`config.mk`:
```
export PLATFORM = sky130hd
export DESIGN_NAME = severity_priority_alarm_selector_unit
export DESIGN_NICKNAME = d
export VERILOG_FILES = /design/src/sv/spas_pkg.sv /design/src/sv/spas_ctrl.sv /design/src/sv/spas_dp.sv /design/src/sv/severity_priority_alarm_selector_unit.sv
export SDC_FILE = /design/constraint.sdc
export NUM_CORES = 1
export LEC_CHECK = 0
export ABC_CLOCK_PERIOD_IN_PS = 6000
export BUFFER_PORTS_ARGS = -buffer_cell sky130_fd_sc_hd__clkbuf_2
export CAP_MARGIN = 20
export CORE_UTILIZATION = 50
export CTS_CLUSTER_SIZE = 16
export DETAILED_ROUTE_END_ITERATION = 7
export PLACE_DENSITY = 0.79
export SYNTH_ARGS = -nofsm -noshare
export SYNTH_HDL_FRONTEND = slang
export SYNTH_SLANG_ARGS = --single-unit
```
`constraint.sdc`:
```
create_clock -name clock -period 6 [get_ports clock]
set_input_delay 0.6 -clock clock [delete_from_list [all_inputs] [get_ports clock]]
set_output_delay 0.6 -clock clock [all_outputs]
set_load 0.01 [all_outputs]
```
`src/sv/spas_pkg.sv`:
```
// Shared types and constants for the severity priority alarm selector.
package spas_pkg;

   localparam int NUM_SLOTS  = 8;
   localparam int SLOT_IDX_W = (NUM_SLOTS > 1) ? $clog2(NUM_SLOTS) : 1;
   localparam int SLOT_W     = 3;
   localparam int SEV_W      = 8;
   localparam int TIME_W     = 32;
   localparam int REQ_W      = 2;

   localparam logic [SEV_W-1:0] BUZZ_THRESHOLD_RESET = 8'd200;

   // Request codes
   localparam logic [REQ_W-1:0] REQ_SET     = 2'd0;
   localparam logic [REQ_W-1:0] REQ_CLEAR   = 2'd1;
   localparam logic [REQ_W-1:0] REQ_SERVICE = 2'd2;

   // Controller to datapath
   typedef struct packed {
      logic load;       // capture the accepted item
      logic apply;      // perform set or clear on the addressed slot
      logic scan_clr;   // reset scan counter and winner tracking
      logic scan_step;  // visit one slot: expire and compare
      logic finish;     // drive the result strobe if a winner exists (for a service, only if a slot expired)
   } cmd_type;

   // Datapath to controller
   typedef struct packed {
      logic req_ok;     // item leads to a scan
      logic scan_last;  // current scan slot is the last one
   } status_type;

endpackage

```
`src/sv/spas_ctrl.sv`:
```
// Sequencing state machine of the alarm selector.
module spas_ctrl (
   input  logic                 clock,
   input  logic                 reset,
   input  logic                 start,
   output logic                 busy,
   input  spas_pkg::status_type status,
   output spas_pkg::cmd_type    cmd
);

   typedef enum logic [3:0] {
      ST_IDLE   = 4'b0001,
      ST_APPLY  = 4'b0010,
      ST_SCAN   = 4'b0100,
      ST_FINISH = 4'b1000
   } state_type;

   state_type state_ff, state_in;

   // Next state and commands
   always_comb begin
      state_in = state_ff;
      cmd      = '0;
      case (state_ff)
         ST_IDLE: begin
            if (start) begin
               cmd.load = 1'b1;
               state_in = ST_APPLY;
            end
         end
         ST_APPLY: begin
            if (status.req_ok) begin
               cmd.apply    = 1'b1;
               cmd.scan_clr = 1'b1;
               state_in     = ST_SCAN;
            end else begin
               state_in = ST_IDLE;
            end
         end
         ST_SCAN: begin
            cmd.scan_step = 1'b1;
            if (status.scan_last) begin
               state_in = ST_FINISH;
            end
         end
         ST_FINISH: begin
            cmd.finish = 1'b1;
            state_in   = ST_IDLE;
         end
         default: begin
            state_in = ST_IDLE;
         end
      endcase
   end

   always_ff @(posedge clock) begin
      if (reset) begin
         state_ff <= ST_IDLE;
      end else begin
         state_ff <= state_in;
      end
   end

   assign busy = (state_ff != ST_IDLE);

endmodule

```
`src/sv/spas_dp.sv`:
```
// Slot table, scan unit and result register of the alarm selector.
module spas_dp (
   input  logic                                 clock,
   input  logic                                 reset,
   input  spas_pkg::cmd_type                    cmd,
   output spas_pkg::status_type                 status,
   input  logic [spas_pkg::REQ_W-1:0]           req_type,
   input  logic [spas_pkg::SLOT_W-1:0]          req_slot,
   input  logic [spas_pkg::SEV_W-1:0]           req_severity,
   input  logic [spas_pkg::TIME_W-1:0]          req_duration_ms,
   input  logic [spas_pkg::TIME_W-1:0]          req_now_ms,
   input  logic                                 csr_we,
   input  logic [spas_pkg::SEV_W-1:0]           csr_wdata,
   output logic                                 rsp_valid,
   output logic [spas_pkg::SLOT_W-1:0]          rsp_shown_slot,
   output logic [spas_pkg::SEV_W-1:0]           rsp_shown_severity,
   output logic                                 rsp_buzz_start
);

   localparam int NS = spas_pkg::NUM_SLOTS;
   localparam int IW = spas_pkg::SLOT_IDX_W;

   // Captured item
   logic [spas_pkg::REQ_W-1:0]  req_type_ff;
   logic [spas_pkg::SLOT_W-1:0] slot_ff;
   logic [spas_pkg::SEV_W-1:0]  sev_ff;
   logic [spas_pkg::TIME_W-1:0] dur_ff;
   logic [spas_pkg::TIME_W-1:0] now_ff;

   // Slot table
   logic [NS-1:0]               active_ff;
   logic [spas_pkg::SEV_W-1:0]  sev_tab_ff [NS];
   logic [spas_pkg::TIME_W-1:0] dl_tab_ff  [NS];

   // Scan state
   logic [IW-1:0]               idx_ff;
   logic                        found_ff;
   logic                        expired_ff;
   logic [IW-1:0]               best_ff;
   logic [spas_pkg::SEV_W-1:0]  best_sev_ff;
   logic [IW-1:0]               shown_ff;
   logic [spas_pkg::SEV_W-1:0]  thr_ff;

   // Result register
   logic                        rsp_valid_ff;
   logic [spas_pkg::SLOT_W-1:0] rsp_slot_ff;
   logic [spas_pkg::SEV_W-1:0]  rsp_sev_ff;
   logic                        rsp_buzz_ff;

   logic [IW-1:0]               slot_idx;
   logic                        in_range;
   logic                        is_service;
   logic                        expire_hit;
   logic                        live;
   logic                        better;
   logic                        emit;

   assign slot_idx   = IW'(slot_ff);
   assign in_range   = (32'(slot_ff) < 32'(NS));
   assign is_service = (req_type_ff == spas_pkg::REQ_SERVICE);

   // Decide whether the item needs a scan
   always_comb begin
      status.req_ok    = 1'b0;
      status.scan_last = (32'(idx_ff) == 32'(NS - 1));
      case (req_type_ff)
         spas_pkg::REQ_SET:     status.req_ok = in_range;
         spas_pkg::REQ_CLEAR:   status.req_ok = in_range && active_ff[slot_idx];
         spas_pkg::REQ_SERVICE: status.req_ok = 1'b1;
         default:               status.req_ok = 1'b0;
      endcase
   end

   // Per-slot expiry and winner compare at the scan position
   assign expire_hit = is_service && active_ff[idx_ff] && (dl_tab_ff[idx_ff] != '0) &&
                       (now_ff >= dl_tab_ff[idx_ff]);
   assign live       = active_ff[idx_ff] && !expire_hit;
   assign better     = live && (!found_ff || (sev_tab_ff[idx_ff] > best_sev_ff));
   assign emit       = found_ff && (!is_service || expired_ff);

   // Item capture and slot table payload
   always_ff @(posedge clock) begin
      if (cmd.load) begin
         req_type_ff <= req_type;
         slot_ff     <= req_slot;
         sev_ff      <= req_severity;
         dur_ff      <= req_duration_ms;
         now_ff      <= req_now_ms;
      end
      if (cmd.apply && (req_type_ff == spas_pkg::REQ_SET)) begin
         sev_tab_ff[slot_idx] <= sev_ff;
         dl_tab_ff[slot_idx]  <= (dur_ff != '0) ? (now_ff + dur_ff) : '0;
      end
      if (cmd.scan_clr) begin
         best_ff     <= '0;
         best_sev_ff <= '0;
      end else if (cmd.scan_step && better) begin
         best_ff     <= idx_ff;
         best_sev_ff <= sev_tab_ff[idx_ff];
      end
      if (cmd.finish) begin
         rsp_slot_ff <= spas_pkg::SLOT_W'(best_ff);
         rsp_sev_ff  <= best_sev_ff;
         rsp_buzz_ff <= (best_ff != shown_ff) && (best_sev_ff >= thr_ff);
      end
   end

   // Control state: active flags, scan flags, shown slot, threshold, strobe
   always_ff @(posedge clock) begin
      if (reset) begin
         active_ff    <= '0;
         idx_ff       <= '0;
         found_ff     <= 1'b0;
         expired_ff   <= 1'b0;
         shown_ff     <= '0;
         thr_ff       <= spas_pkg::BUZZ_THRESHOLD_RESET;
         rsp_valid_ff <= 1'b0;
      end else begin
         if (csr_we) begin
            thr_ff <= csr_wdata;
         end
         if (cmd.apply) begin
            if (req_type_ff == spas_pkg::REQ_SET) begin
               active_ff[slot_idx] <= 1'b1;
            end else if (req_type_ff == spas_pkg::REQ_CLEAR) begin
               active_ff[slot_idx] <= 1'b0;
            end
         end
         if (cmd.scan_clr) begin
            idx_ff     <= '0;
            found_ff   <= 1'b0;
            expired_ff <= 1'b0;
         end else if (cmd.scan_step) begin
            idx_ff <= idx_ff + 1'b1;
            if (expire_hit) begin
               active_ff[idx_ff] <= 1'b0;
               expired_ff        <= 1'b1;
            end
            if (better) begin
               found_ff <= 1'b1;
            end
         end
         rsp_valid_ff <= cmd.finish && emit;
         if (cmd.finish && emit) begin
            shown_ff <= best_ff;
         end
      end
   end

   assign rsp_valid          = rsp_valid_ff;
   assign rsp_shown_slot     = rsp_slot_ff;
   assign rsp_shown_severity = rsp_sev_ff;
   assign rsp_buzz_start     = rsp_buzz_ff;

endmodule

```
`src/sv/severity_priority_alarm_selector_unit.sv`:
```
// Top level of the severity priority alarm selector.
//
//  channel  | handshake           | payload
//  ---------+---------------------+---------------------------------------------
//  request  | start / busy        | req_type req_slot req_severity
//           |                     | req_duration_ms req_now_ms
//  result   | rsp_valid (strobe)  | rsp_shown_slot rsp_shown_severity
//           |                     | rsp_buzz_start
//  csr      | csr_we              | csr_wdata (buzz threshold)
//
// An item is taken when start is high and busy is low. A set, a clear of an
// active slot or a service runs a scan over all slots, one slot per cycle;
// rejected items return to idle without a scan. The result strobe is
// registered from the finish state that follows the scan and cannot be
// stalled. Synchronous reset clears all slots and restores the threshold.
module severity_priority_alarm_selector_unit (
   input  logic                              clock,
   input  logic                              reset,
   input  logic                              start,
   output logic                              busy,
   input  logic [spas_pkg::REQ_W-1:0]        req_type,
   input  logic [spas_pkg::SLOT_W-1:0]       req_slot,
   input  logic [spas_pkg::SEV_W-1:0]        req_severity,
   input  logic [spas_pkg::TIME_W-1:0]       req_duration_ms,
   input  logic [spas_pkg::TIME_W-1:0]       req_now_ms,
   input  logic                              csr_we,
   input  logic [spas_pkg::SEV_W-1:0]        csr_wdata,
   output logic                              rsp_valid,
   output logic [spas_pkg::SLOT_W-1:0]       rsp_shown_slot,
   output logic [spas_pkg::SEV_W-1:0]        rsp_shown_severity,
   output logic                              rsp_buzz_start
);

   spas_pkg::cmd_type    cmd;
   spas_pkg::status_type status;

   spas_ctrl u_ctrl (
      .clock  (clock),
      .reset  (reset),
      .start  (start),
      .busy   (busy),
      .status (status),
      .cmd    (cmd)
   );

   spas_dp u_dp (
      .clock              (clock),
      .reset              (reset),
      .cmd                (cmd),
      .status             (status),
      .req_type           (req_type),
      .req_slot           (req_slot),
      .req_severity       (req_severity),
      .req_duration_ms    (req_duration_ms),
      .req_now_ms         (req_now_ms),
      .csr_we             (csr_we),
      .csr_wdata          (csr_wdata),
      .rsp_valid          (rsp_valid),
      .rsp_shown_slot     (rsp_shown_slot),
      .rsp_shown_severity (rsp_shown_severity),
      .rsp_buzz_start     (rsp_buzz_start)
   );

endmodule
```
==> flow_summary.toml <==
[setup_path]
critPathRequiredTime_ps = 6440
start_kind = "flop"
path_cells = "buf_4 -> mux4_2 -> mux2i_1 -> ha_1 -> nand2_1 -> nor3_1 -> nor4b_1 -> a211oi_1 -> a211o_2 -> nor3_1 -> a221oi_1"
crit_path_max_fanout = 55
cp_slowest_cell = "dfxtp_4"
critPathMostFrequentCell = "nor3_1"
max_stage_delay_ps = 980
worst_setup_path_end_kind = "flop"
cp.arrival_ps = 4710
crit_type = "flop to flop"

[min_path]
hold_path.class = "primary input to flop"
hold_start = "req_severity[6]"

[placement]
dpl.hpwl_microns = 29300
place_ws_ps = 1660
placed_cell_area_sq_um = 21200
routabilityCongestion = 0.892
portBuffers = 102

[route]
drtAntennaViolNets = 0
totalWireLength_microns = 44400
drtIter0Drc = 1184
viasPerCell = 6.15
dr.pass1.iters = 5
post_drt_wl_per_cell_microns = 22.7
drc = 0
num_vias = 12000

[synth]
ys_seq_area_share_pct = 65.7
syn_inst = 1275
mappedNetlistNets = 1446
avgSynthCellArea_sq_um = 15.7
synth.distinct_cells = 71
synth_ff_type = "edfxtp_1"
synth_largest_area_cell = "edfxtp_1"
synth_warnings = 0
ys_ff_latch = 452
async_flop_share_pct = 0
yosysTopAreaCellShare_pct = 61.4
synthTopCellsByArea = "edfxtp_1, mux4_2, ha_1, dfxtp_1, mux2i_1"
synth_area_sq_um = 20000
synth_edf_count = 409

[timing]
drv_slew = 0
fin_crit_sh_pct = 71.2
whs_ps = 172
min_period_ps = 4270
finClkSkew_ps = 27.2
fmax_mhz = 234
worstMarginPinSlew_ps = 1070
hold_violations = 0
timing.slew.headroom_pct = 28.8
fin_ws_ps = 1730
rsz0062_at_grt = "no"
setup_viol = 0
final.setup.tns_ps = 0

[clock_tree]
cts_tree = "done"
clk_pin_slew_worst_paths_ps = 60
cts_buffer_depth = 3
h-tree-depth = 2
cts_resized = 0
cts_hold_buf = 0
postCtsSetupBuffers = 0
cts_inserted_buffers = 46
clock-sinks = 452
clk_latency_ps = 600
clock-root-buffer = "clkbuf_16"

[final_layout]
final_cell_mix = "edfxtp_1, clkbuf_2, nor2_1"
design_area_sq_um = 22700
final_common_cell = "edfxtp_1"
fin_nets = 1572
diodes = 0
fillCellCount = 2895
syn_to_final_growth_pct = 13.3
drive_gt1_share_pct = 21.0

[power]
cellPowerDensity_nw_per_um2 = 313
comb_power_share_pct = 7.8
power.switching_mw = 1.66
p_int_mw = 5.44
p_seq_share_pct = 51.8
pwr-share-clk_pct = 40.3
leakage_nw = 7.87
switching_share_pct = 23.4
ir_worst_vdd_mv = 0.255

[grt]
grt_max_degree = 70
grt_pass1_wl_microns = 68000
gr-usage-all-layers_pct = 22.1
grt_pass1_vias = 11800
overflow = 0
antenna_found_initial = 0

[floorplan]
num_rows = 72
ioPinCount = 103
die_w_microns = 202
die_area_sq_um = 40800
coreArea_sq_um = 39000
initial_core_util_pct = 51.3
die_h_microns = 202

[run]
maxCapViolations = 0

[outcome]
status = "finished, final reports clean"
[per-layer routing]
metal	vias up	share of wire (%)	track usage [%]
met1	5943	40	29.9
met4	0	3.0	8.17
met5	-	0	0
met2	625	47	35.9
met3	110	9.6	4.03
li1	5337	-	-
[metrics by stage]
stage	utilization, %	instances	total power [mW]
6_report	58.1	1953	7.10
5_1_grt	58.1	1953	7.32
4_1_cts	58.1	1953	7.13
3_5_place_dp	54.2	1871	4.29
3_3_place_gp	54.2	1871	4.26
2_1_floorplan	-	1275	4.07
[sequential cells by signal (all words and copies together), names as in the netlist, named ones only]
signal / cells
u_ctrl.state_ff: 4
u_dp.slot_ff: 3
u_dp.sev_ff: 8
u_dp.rsp_shown_slot: 3
u_dp.shown_ff: 3
u_dp.idx_ff: 3
u_dp.dur_ff: 32
u_dp.thr_ff: 8
u_dp.best_ff: 3
u_dp.rsp_valid: 1
u_dp.now_ff: 32
u_dp.req_type_ff: 2
u_dp.best_sev_ff: 8
u_dp.expired_ff: 1
u_dp.found_ff: 1
u_dp.dl_tab_ff: 256
u_dp.rsp_shown_severity: 8
u_dp.active_ff: 8
u_dp.sev_tab_ff: 64
u_dp.rsp_buzz_start: 1
[cell type report]
| type | instances | area [sq um] | share of cell area [%] |
|---|---|---|---|
| repair buffers | 117 | 623 | 2.75 |
| well taps | 518 | 648 | 2.86 |
| clock buffers | 51 | 1170 | 5.16 |
| inverters | 46 | 173 | 0.762 |
| flip-flops and latches | 452 | 13200 | 58.0 |
| clock inverters | 31 | 342 | 1.51 |
| multi-input cells | 738 | 6560 | 28.9 |
[logic make-up after synthesis]
group	synth area share, %
compound gates	6.46
xor+xnor	1.09
fa+ha+maj	5.17
buf+inv	1.75
flops	65.7
mux	12.4
simple gates	7.42
[worst paths after layout]
kind | endpoint | slack, ps | cells past startpoint
min | u_dp.sev_ff[6]$_DFFE_PP_ | 170 | 1
max reg2reg | u_dp.active_ff[5]$_SDFF_PP0_ | 1730 | 11
min reg2reg | u_dp.found_ff$_SDFFE_PP0P_ | 470 | 2
max | u_dp.active_ff[5]$_SDFF_PP0_ | 1730 | 11
[power by group through the flow]
| stage | sequential, mW | clock, mW | combinational, mW |
|---|---|---|---|
| after floorplan | 3.72 | 0 | 0.356 |
| after global placement | 3.74 | 0 | 0.520 |
| after detailed placement | 3.75 | 0 | 0.546 |
| after CTS | 3.68 | 2.90 | 0.550 |
| after global routing | 3.68 | 3.02 | 0.613 |
| final | 3.68 | 2.87 | 0.557 |
[worst max-delay path: cells and delay by family (launching register included)]
family          cells  cell delay [ps]
simple gates        4             1000
flops               1              980
mux                 2              830
compound gates      3              680
buf+inv             1              400
fa+ha+maj           1              200
[synthesized netlist by cell type, drive strengths merged (11+ instances only)]
cell    number
a21o        26
a21oi       57
buf         23
clkbuf      16
dfxtp       43
edfxtp     409
ha          81
inv         46
mux2i       54
mux4        82
nand2       55
nand2b      14
nand3       11
nand4       11
nor2        95
nor3        25
nor4        24
o21ai       33
or4         12
xnor2       13
xor2        12
Power figures use the tool's default switching activity.
